<file path="src/rtl/core/mexp_pkg.sv">
`timescale 1ns / 1ps
// ----------------------------------------------------------------------------
// mexp_pkg: shared types and constants for the modular exponentiation core
// Holds the field widths, the register map, the sequencer state type and the
// status record that the shared modular multiplier reports to the sequencer.
// ----------------------------------------------------------------------------
package mexp_pkg;

  // Fixed field widths of the stream and register interfaces.
  localparam int unsigned DATA_W        = 64;
  localparam int unsigned IN_TDATA_W    = 2 * DATA_W;
  localparam int unsigned OUT_TDATA_W   = DATA_W;
  localparam int unsigned OUT_TUSER_W   = 1;

  // Default operand width; the core accepts 8 to 64.
  localparam int unsigned OPERAND_WIDTH_DEF = 64;

  // APB map: one 64-bit register per 8-byte slot, the slot index in paddr[3].
  localparam int unsigned APB_ADDR_W = 4;
  localparam int unsigned APB_DATA_W = 64;
  localparam logic        REG_MODULUS = 1'b0;

  // Sequencer states.
  typedef enum logic [2:0] {
    ST_IDLE,
    ST_REDUCE,
    ST_SCAN,
    ST_SQUARE,
    ST_MULT,
    ST_DONE
  } mexp_state_e;

  // Status of the shared modular multiplier.
  typedef struct packed {
    logic busy;  // an operation is in progress
    logic done;  // one-cycle pulse, the product is valid
  } mexp_mul_stat_t;

endpackage

</file>
<file path="src/rtl/core/mexp_modmul.sv">
`timescale 1ns / 1ps
// ----------------------------------------------------------------------------
// mexp_modmul: bit-serial modular multiplier
// Computes (a * b) mod m by shift-and-add, one bit of a per cycle from the
// top bit down, keeping the accumulator reduced below m at every step.
// ----------------------------------------------------------------------------
module mexp_modmul #(
  parameter int unsigned OPERAND_WIDTH = mexp_pkg::OPERAND_WIDTH_DEF
) (
  input  logic                       clk_i,
  input  logic                       rst_ni,
  input  logic                       start_i,
  input  logic [OPERAND_WIDTH-1:0]   a_i,
  input  logic [OPERAND_WIDTH-1:0]   b_i,
  input  logic [OPERAND_WIDTH-1:0]   m_i,
  output logic [OPERAND_WIDTH-1:0]   prod_o,
  output mexp_pkg::mexp_mul_stat_t   stat_o
);

  localparam int unsigned W    = OPERAND_WIDTH;
  localparam int unsigned CntW = $clog2(W);

  // (x + y) mod m for x, y below m: one add, one subtract whose sign decides.
  function automatic logic [W-1:0] add_mod(input logic [W-1:0] x,
                                           input logic [W-1:0] y,
                                           input logic [W-1:0] m);
    logic [W:0] sum;
    logic [W:0] diff;
    begin
      sum  = {1'b0, x} + {1'b0, y};
      diff = sum - {1'b0, m};
      add_mod = diff[W] ? sum[W-1:0] : diff[W-1:0];
    end
  endfunction

  logic            busy_q, busy_d;
  logic            done_q, done_d;
  logic [CntW-1:0] cnt_q, cnt_d;
  logic [W-1:0]    a_q, a_d;
  logic [W-1:0]    b_q, b_d;
  logic [W-1:0]    m_q, m_d;
  logic [W-1:0]    acc_q, acc_d;
  logic [W-1:0]    dbl;

  // One step: double the accumulator, then add b when the current bit of a is set.
  always_comb begin
    busy_d = busy_q;
    done_d = 1'b0;
    cnt_d  = cnt_q;
    a_d    = a_q;
    b_d    = b_q;
    m_d    = m_q;
    acc_d  = acc_q;
    dbl    = add_mod(acc_q, acc_q, m_q);
    if (start_i && !busy_q) begin
      busy_d = 1'b1;
      cnt_d  = CntW'(W - 1);
      a_d    = a_i;
      b_d    = b_i;
      m_d    = m_i;
      acc_d  = '0;
    end else if (busy_q) begin
      acc_d = a_q[W-1] ? add_mod(dbl, b_q, m_q) : dbl;
      a_d   = a_q << 1;
      cnt_d = cnt_q - CntW'(1);
      if (cnt_q == '0) begin
        busy_d = 1'b0;
        done_d = 1'b1;
      end
    end
  end

  // Control state.
  always_ff @(posedge clk_i or negedge rst_ni) begin
    if (!rst_ni) begin
      busy_q <= 1'b0;
      done_q <= 1'b0;
      cnt_q  <= '0;
    end else begin
      busy_q <= busy_d;
      done_q <= done_d;
      cnt_q  <= cnt_d;
    end
  end

  // Operand and accumulator registers.
  always_ff @(posedge clk_i) begin
    a_q   <= a_d;
    b_q   <= b_d;
    m_q   <= m_d;
    acc_q <= acc_d;
  end

  assign prod_o      = acc_q;
  assign stat_o.busy = busy_q;
  assign stat_o.done = done_q;

endmodule

</file>
<file path="src/rtl/core/mexp_seq.sv">
`timescale 1ns / 1ps
// ----------------------------------------------------------------------------
// mexp_seq: exponent scanning sequencer
// Reduces the base, then walks the exponent from the top bit down, issuing
// squarings and, per one bit, a multiply by the base to the shared modular multiplier.
// ----------------------------------------------------------------------------
module mexp_seq #(
  parameter int unsigned OPERAND_WIDTH = mexp_pkg::OPERAND_WIDTH_DEF
) (
  input  logic                       clk_i,
  input  logic                       rst_ni,
  // Item entry
  input  logic                       start_i,
  input  logic [OPERAND_WIDTH-1:0]   base_i,
  input  logic [OPERAND_WIDTH-1:0]   exp_i,
  input  logic [OPERAND_WIDTH-1:0]   mod_i,
  output logic                       ready_o,
  // Result hand-off
  output logic                       res_valid_o,
  input  logic                       res_ready_i,
  output logic [OPERAND_WIDTH-1:0]   res_o,
  output logic                       err_o,
  // Shared multiplier
  output logic                       mul_start_o,
  output logic [OPERAND_WIDTH-1:0]   mul_a_o,
  output logic [OPERAND_WIDTH-1:0]   mul_b_o,
  output logic [OPERAND_WIDTH-1:0]   mul_m_o,
  input  logic [OPERAND_WIDTH-1:0]   mul_prod_i,
  input  mexp_pkg::mexp_mul_stat_t   mul_stat_i
);

  localparam int unsigned W    = OPERAND_WIDTH;
  localparam int unsigned CntW = $clog2(W);

  mexp_pkg::mexp_state_e state_q, state_d;
  logic [W-1:0]    base_q, base_d;
  logic [W-1:0]    exp_q, exp_d;
  logic [W-1:0]    mod_q, mod_d;
  logic [W-1:0]    acc_q, acc_d;
  logic            err_q, err_d;
  logic            started_q, started_d;
  logic [CntW-1:0] cnt_q, cnt_d;
  logic [W-1:0]    one_in;
  logic            cur_bit;
  logic            last_bit;

  // 1 mod m for the incoming modulus: zero when m is one.
  assign one_in   = (mod_i == W'(1)) ? '0 : W'(1);
  assign cur_bit  = exp_q[W-1];
  assign last_bit = (cnt_q == '0);

  // Next state and multiplier requests.
  always_comb begin
    state_d     = state_q;
    base_d      = base_q;
    exp_d       = exp_q;
    mod_d       = mod_q;
    acc_d       = acc_q;
    err_d       = err_q;
    started_d   = started_q;
    cnt_d       = cnt_q;
    mul_start_o = 1'b0;
    mul_a_o     = acc_q;
    mul_b_o     = acc_q;
    mul_m_o     = mod_q;
    unique case (state_q)
      mexp_pkg::ST_IDLE: begin
        if (start_i) begin
          exp_d     = exp_i;
          mod_d     = mod_i;
          started_d = 1'b0;
          cnt_d     = CntW'(W - 1);
          if (mod_i == '0) begin
            acc_d   = '0;
            err_d   = 1'b1;
            state_d = mexp_pkg::ST_DONE;
          end else begin
            // Base reduction as base * (1 mod m) mod m.
            acc_d       = one_in;
            err_d       = 1'b0;
            mul_start_o = 1'b1;
            mul_a_o     = base_i;
            mul_b_o     = one_in;
            mul_m_o     = mod_i;
            state_d     = mexp_pkg::ST_REDUCE;
          end
        end
      end
      mexp_pkg::ST_REDUCE: begin
        if (mul_stat_i.done) begin
          base_d  = mul_prod_i;
          state_d = mexp_pkg::ST_SCAN;
        end
      end
      mexp_pkg::ST_SCAN: begin
        if (started_q) begin
          mul_start_o = 1'b1;
          state_d     = mexp_pkg::ST_SQUARE;
        end else if (cur_bit) begin
          mul_start_o = 1'b1;
          mul_b_o     = base_q;
          state_d     = mexp_pkg::ST_MULT;
        end else begin
          // Leading zero bit: skip it.
          exp_d   = exp_q << 1;
          cnt_d   = cnt_q - CntW'(1);
          state_d = last_bit ? mexp_pkg::ST_DONE : mexp_pkg::ST_SCAN;
        end
      end
      mexp_pkg::ST_SQUARE: begin
        if (mul_stat_i.done) begin
          acc_d = mul_prod_i;
          if (cur_bit) begin
            mul_start_o = 1'b1;
            mul_a_o     = mul_prod_i;
            mul_b_o     = base_q;
            state_d     = mexp_pkg::ST_MULT;
          end else begin
            exp_d   = exp_q << 1;
            cnt_d   = cnt_q - CntW'(1);
            state_d = last_bit ? mexp_pkg::ST_DONE : mexp_pkg::ST_SCAN;
          end
        end
      end
      mexp_pkg::ST_MULT: begin
        if (mul_stat_i.done) begin
          acc_d     = mul_prod_i;
          started_d = 1'b1;
          exp_d     = exp_q << 1;
          cnt_d     = cnt_q - CntW'(1);
          state_d   = last_bit ? mexp_pkg::ST_DONE : mexp_pkg::ST_SCAN;
        end
      end
      mexp_pkg::ST_DONE: begin
        if (res_ready_i) begin
          state_d = mexp_pkg::ST_IDLE;
        end
      end
      default: begin
        state_d = mexp_pkg::ST_IDLE;
      end
    endcase
  end

  // State register.
  always_ff @(posedge clk_i or negedge rst_ni) begin
    if (!rst_ni) begin
      state_q   <= mexp_pkg::ST_IDLE;
      started_q <= 1'b0;
      cnt_q     <= '0;
      err_q     <= 1'b0;
    end else begin
      state_q   <= state_d;
      started_q <= started_d;
      cnt_q     <= cnt_d;
      err_q     <= err_d;
    end
  end

  // Operand registers.
  always_ff @(posedge clk_i) begin
    base_q <= base_d;
    exp_q  <= exp_d;
    mod_q  <= mod_d;
    acc_q  <= acc_d;
  end

  assign ready_o     = (state_q == mexp_pkg::ST_IDLE);
  assign res_valid_o = (state_q == mexp_pkg::ST_DONE);
  assign res_o       = acc_q;
  assign err_o       = err_q;

endmodule

</file>
<file path="src/rtl/core/modular_exponentiation_core.sv">
`timescale 1ns / 1ps
// ----------------------------------------------------------------------------
// modular_exponentiation_core: base^exponent mod modulus
// Left-to-right binary exponentiation over a single bit-serial modular
// multiplier, with an APB register for the modulus.
//
//   Channel   Direction  Payload
//   s_axis    in         tdata = base_value, exponent_value
//   m_axis    out        tdata = power_mod; tuser = error_flag
//   apb       in/out     modulus at byte address 0 (64 bits)
//
// From acceptance to output valid, an item runs these steps: the base
// reduction is one multiply, then each exponent bit past the leading one
// costs a squaring and, for a one bit, a multiply, each in the shared
// multiplier plus sequencing. Leading zero exponent bits are skipped
// without a multiply; a zero modulus answers without using the multiplier.
// s_axis_tready is low while an item is in progress; one finished result may
// wait in the output register while the next item is being worked on.
// Reset is asynchronous and active low; the modulus resets to 1.
// ----------------------------------------------------------------------------
module modular_exponentiation_core #(
  parameter int unsigned OPERAND_WIDTH = mexp_pkg::OPERAND_WIDTH_DEF
) (
  input  logic                                clk_i,
  input  logic                                rst_ni,
  // Input stream
  input  logic                                s_axis_tvalid,
  output logic                                s_axis_tready,
  // [63:0] base_value, [127:64] exponent_value
  input  logic [mexp_pkg::IN_TDATA_W-1:0]     s_axis_tdata,
  // Output stream
  output logic                                m_axis_tvalid,
  input  logic                                m_axis_tready,
  // [63:0] power_mod
  output logic [mexp_pkg::OUT_TDATA_W-1:0]    m_axis_tdata,
  // [0] error_flag
  output logic [mexp_pkg::OUT_TUSER_W-1:0]    m_axis_tuser,
  // Configuration
  input  logic                                psel,
  input  logic                                penable,
  input  logic                                pwrite,
  input  logic [mexp_pkg::APB_ADDR_W-1:0]     paddr,
  input  logic [mexp_pkg::APB_DATA_W-1:0]     pwdata,
  output logic [mexp_pkg::APB_DATA_W-1:0]     prdata,
  output logic                                pready
);

  localparam int unsigned W  = OPERAND_WIDTH;
  localparam int unsigned DW = mexp_pkg::DATA_W;

  logic [DW-1:0]            modulus_q;
  logic                     reg_wr;
  logic                     in_accept;
  logic                     seq_ready;
  logic                     res_valid;
  logic                     res_ready;
  logic [W-1:0]             res_data;
  logic                     res_err;
  logic                     mul_start;
  logic [W-1:0]             mul_a;
  logic [W-1:0]             mul_b;
  logic [W-1:0]             mul_m;
  logic [W-1:0]             mul_prod;
  mexp_pkg::mexp_mul_stat_t mul_stat;
  logic                     out_valid_q;
  logic [DW-1:0]            out_data_q;
  logic                     out_err_q;

  // Register file: writes complete in the access phase.
  assign pready = 1'b1;
  assign reg_wr = psel && penable && pwrite && pready &&
                  (paddr[mexp_pkg::APB_ADDR_W-1] == mexp_pkg::REG_MODULUS);
  assign prdata = (paddr[mexp_pkg::APB_ADDR_W-1] == mexp_pkg::REG_MODULUS) ?
                  modulus_q : '0;

  always_ff @(posedge clk_i or negedge rst_ni) begin
    if (!rst_ni) begin
      modulus_q <= DW'(1);
    end else if (reg_wr) begin
      modulus_q <= pwdata;
    end
  end

  // Input transaction.
  assign s_axis_tready = seq_ready;
  assign in_accept     = s_axis_tvalid && s_axis_tready;

  mexp_seq #(
    .OPERAND_WIDTH (OPERAND_WIDTH)
  ) u_seq (
    .clk_i       (clk_i),
    .rst_ni      (rst_ni),
    .start_i     (in_accept),
    .base_i      (s_axis_tdata[W-1:0]),
    .exp_i       (s_axis_tdata[DW+W-1:DW]),
    .mod_i       (modulus_q[W-1:0]),
    .ready_o     (seq_ready),
    .res_valid_o (res_valid),
    .res_ready_i (res_ready),
    .res_o       (res_data),
    .err_o       (res_err),
    .mul_start_o (mul_start),
    .mul_a_o     (mul_a),
    .mul_b_o     (mul_b),
    .mul_m_o     (mul_m),
    .mul_prod_i  (mul_prod),
    .mul_stat_i  (mul_stat)
  );

  mexp_modmul #(
    .OPERAND_WIDTH (OPERAND_WIDTH)
  ) u_modmul (
    .clk_i   (clk_i),
    .rst_ni  (rst_ni),
    .start_i (mul_start),
    .a_i     (mul_a),
    .b_i     (mul_b),
    .m_i     (mul_m),
    .prod_o  (mul_prod),
    .stat_o  (mul_stat)
  );

  // Output register: loads when empty or being drained.
  assign res_ready = !out_valid_q || m_axis_tready;

  always_ff @(posedge clk_i or negedge rst_ni) begin
    if (!rst_ni) begin
      out_valid_q <= 1'b0;
    end else if (res_ready) begin
      out_valid_q <= res_valid;
    end
  end

  always_ff @(posedge clk_i) begin
    if (res_ready && res_valid) begin
      out_data_q <= DW'(res_data);
      out_err_q  <= res_err;
    end
  end

  assign m_axis_tvalid = out_valid_q;
  assign m_axis_tdata  = out_data_q;
  assign m_axis_tuser  = out_err_q;

  // An error result carries zero data.
  assert property (@(posedge clk_i) disable iff (!rst_ni)
    out_valid_q && out_err_q |-> out_data_q == '0)
    else $error("error result with nonzero data");

  // An accepted item makes the core busy in the next cycle.
  assert property (@(posedge clk_i) disable iff (!rst_ni)
    in_accept |=> !s_axis_tready)
    else $error("core still ready after accepting an item");

  // The multiplier is never started while it is running.
  assert property (@(posedge clk_i) disable iff (!rst_ni)
    mul_start |-> !mul_stat.busy)
    else $error("multiplier started while busy");

  // A new output transaction always comes from a finished sequencer result.
  assert property (@(posedge clk_i) disable iff (!rst_ni)
    $rose(m_axis_tvalid) |-> $past(res_valid))
    else $error("output valid without a finished result");

endmodule

</file>
<file path="config.mk">
export PLATFORM = sky130hd
export DESIGN_NAME = modular_exponentiation_core
export DESIGN_NICKNAME = d
export VERILOG_FILES = /design/src/rtl/core/mexp_pkg.sv /design/src/rtl/core/mexp_modmul.sv /design/src/rtl/core/mexp_seq.sv /design/src/rtl/core/modular_exponentiation_core.sv
export SDC_FILE = /design/constraint.sdc
export NUM_CORES = 1
export LEC_CHECK = 0
export BUFFER_PORTS_ARGS = -buffer_cell sky130_fd_sc_hd__buf_2
export CAP_MARGIN = 20
export CORE_MARGIN = 4
export CORE_UTILIZATION = 50
export CTS_CLUSTER_DIAMETER = 50
export DETAILED_ROUTE_END_ITERATION = 8
export MAX_ROUTING_LAYER = met4
export PLACE_DENSITY_LB_ADDON = 0.12
export SETUP_SLACK_MARGIN = 0.4
export SLEW_MARGIN = 0
export SYNTH_ARGS = -nofsm -noshare
export SYNTH_HDL_FRONTEND = slang
export SYNTH_SLANG_ARGS = --single-unit
</file>
<file path="constraint.sdc">
create_clock -name clk_i -period 11.65 [get_ports clk_i]
set_input_delay 1.165 -clock clk_i [delete_from_list [all_inputs] [get_ports clk_i]]
set_output_delay 1.165 -clock clk_i [all_outputs]
set_load 0.01 [all_outputs]
</file>
==> impl_metrics.yaml <==
run_status:
  status: "finished, final reports clean"
synth:
  ys_types: 91
  yosys.area.top_type: "edfxtp_1"
  yosysSeqAreaShare: 0.485
  netlist.area_leader.share: 0.398
  netlist_area_um2: 38700
  ys.flop_type: "edfxtp_1"
  synth_nets: 4053
  synth_edf_count: 513
  avgSynthCellArea_um2: 10.6
  ys_ff_latch: 661
  synthArstFlopShare: 0.127
  synth_area_leaders: "edfxtp_1 40%, ha_1 6.3%, dfrtp_1 5.4%"
  synth_commonest_cells: "513 x edfxtp_1, 347 x a21oi_1, 247 x nand2_1"
  syn_inst: 3653
  yosysWarnings: 0
  synth_most_common_cell: "edfxtp_1"
timing:
  min_period_ns: 10.62
  setup_violations: 0
  slew_viol_final: 0
  slew_headroom: 0.316
  finalHoldViolCount: 0
  skew_ns: 0.0387
  max_slew.worst_pin.slew_ns: 1.03
  holdWs_ns: 0.453
  rsz0062_at_grt: "no"
  post-route-period-util: 0.912
  tns_ns: 0
  fmax_mhz: 94.2
worst_hold_path:
  min_path_cells: 0
  hold_class: "reg -> reg"
routing:
  route.detailed.drc: 0
  vias: 30784
  final_antenna_net_count: 0
  vias_per_cell: 6.13
  drt-initial-drc-count: 3628
  wl_per_cell_um: 23.6
  detail_route.first_pass.iterations: 9
  wl_um: 118000
clock_tree:
  cts_setup_buffers: 0
  cts_max_path_buffers: 3
  path_clk_slew_ns: 0.06
  insertion_delay_ns: 0.65
  htree_levels: 3
  cts_root_buf: "clkbuf_16"
  cts_resized: 0
  cts_tree: "done"
  cts.sinks: 661
  cts_buffers: 85
  cts_hold_buf: 0
floorplan:
  dieArea_um2: 81900
  fp.dieH_um: 286
  rows: 101
  die_w_um: 286
  fp.coreArea_um2: 76300
  start_util: 0.507
  pin_count: 335
finish:
  final_nets: 4314
  final_core_util: 0.578
  final_cell_area_um2: 44100
  drive_gt1_frac: 0.175
  syn2layout_area_growth_pct: 14.0
worst_setup_path:
  worstPathMaxFanout: 48
  start_kind: "flop"
  worst_ep_required_time_ns: 12.14
  critPathArrivalTime_ns: 11.11
  critical-path-slowest-cell: "nor2_4"
  r2r_slack_ns: 1.03
  crit_type: "reg -> reg"
  end_kind: "flop"
  critPathMaxStageDelay_ns: 0.56
  reg2regPathDepth: 34
flow_run:
  max_cap_violations: 0
global_route:
  grt_pass1_vias: 28902
  antenna_found_initial: 6
  grt_max_degree: 71
  grt-ovfl-total: 0
  track_usage: 0.289
  grt_pass1_wl_um: 178000
power:
  vdd_drop_max_v: 0.000137
  powerDensity_nw_per_um2: 161
  finalPower_mw: 7.10
  p_leak_nw: 17.4
placement:
  port-buffer-count: 330
  post_dp_cell_area_um2: 41300
  globalplace.congestion: 0.984
  hpwl_um: 88400
==> placed cells by master, fill, tap and decap left out, types with 128 or more instances in the layout <==
cell	n
inv_1	136
nor2_1	223
mux2_2	148
a21oi_1	346
a22o_1	128
buf_2	329
o21ai_0	138
nand2_1	246
ha_1	194
edfxtp_1	513
==> logic make-up (layout without fill, tap and decap cells) <==
kind of cell / count (synthesis) / count (layout) / share of synthesized area
xor gates and xnor gates: 180 / 180 / 0.0411
other: 1 / 8 / 0.0000969
DFF: 661 / 661 / 0.485
and+or+nand+nor: 935 / 935 / 0.118
muxes: 186 / 186 / 0.0537
adders and majority gates: 197 / 197 / 0.0643
buffers and inverters: 336 / 669 / 0.0343
AOI/OAI and AO/OA: 1157 / 1157 / 0.203
==> cell type report <==
type                            count  area, um2
Clock buffer                      110       2280
Tap cell                         1030       1290
Clock inverter                     49        517
Timing Repair Buffer              371       1970
Antenna cell                        7       17.5
Inverter                          139        522
Fill cell                        6684      32200
Sequential cell                   661      18800
Multi-Input combinational cell   2656      18700
==> power breakdown <==
group | switching, mW | leakage (nW) | internal [mW]
Sequential | 0.251 | 6.44 | 3.06
Clock | 1.07 | 1.34 | 1.51
Combinational | 0.682 | 9.67 | 0.534
Total | 2.01 | 17.4 | 5.10
==> metal layers <==
metal | part of all wire | track usage
met5 | 0 | -
met4 | 0.020 | 0.0622
met3 | 0.087 | 0.0379
met2 | 0.41 | 0.395
met1 | 0.49 | 0.458
==> metrics by stage <==
stage / instances / setup WS (ns)
after floorplan: 3653 / 3.70
after global placement: 4857 / 1.31
after detailed placement: 4857 / 1.28
after CTS: 5016 / 1.21
after global routing: 5021 / 0.536
final: 5023 / 1.03
==> critical path: cells and delay by family (launching register included) <==
family | cells | cell delay [ns]
flip-flops | 1 | 0.39
buffers and inverters | 3 | 0.96
XOR/XNOR | 2 | 0.83
AO/OA/AOI/OAI | 18 | 4.71
AND/OR/NAND/NOR | 7 | 1.77
multiplexers | 1 | 0.47
adder cells (fa/ha/maj) | 3 | 1.26
==> path summary, 6_finish.rpt <==
path | start | end
worst max-delay path | u_modmul.m_q[0] | u_modmul.prod_o[32]
worst max register to register | u_modmul.m_q[0] | u_modmul.prod_o[32]
min in group asynchronous | rst_ni | modulus_q[11]
worst min register to register | u_seq.err_o | m_axis_tuser
worst min-delay path | u_seq.err_o | m_axis_tuser
max in group asynchronous | rst_ni | modulus_q[57]
No activity file was read; power rests on OpenSTA's default activity.
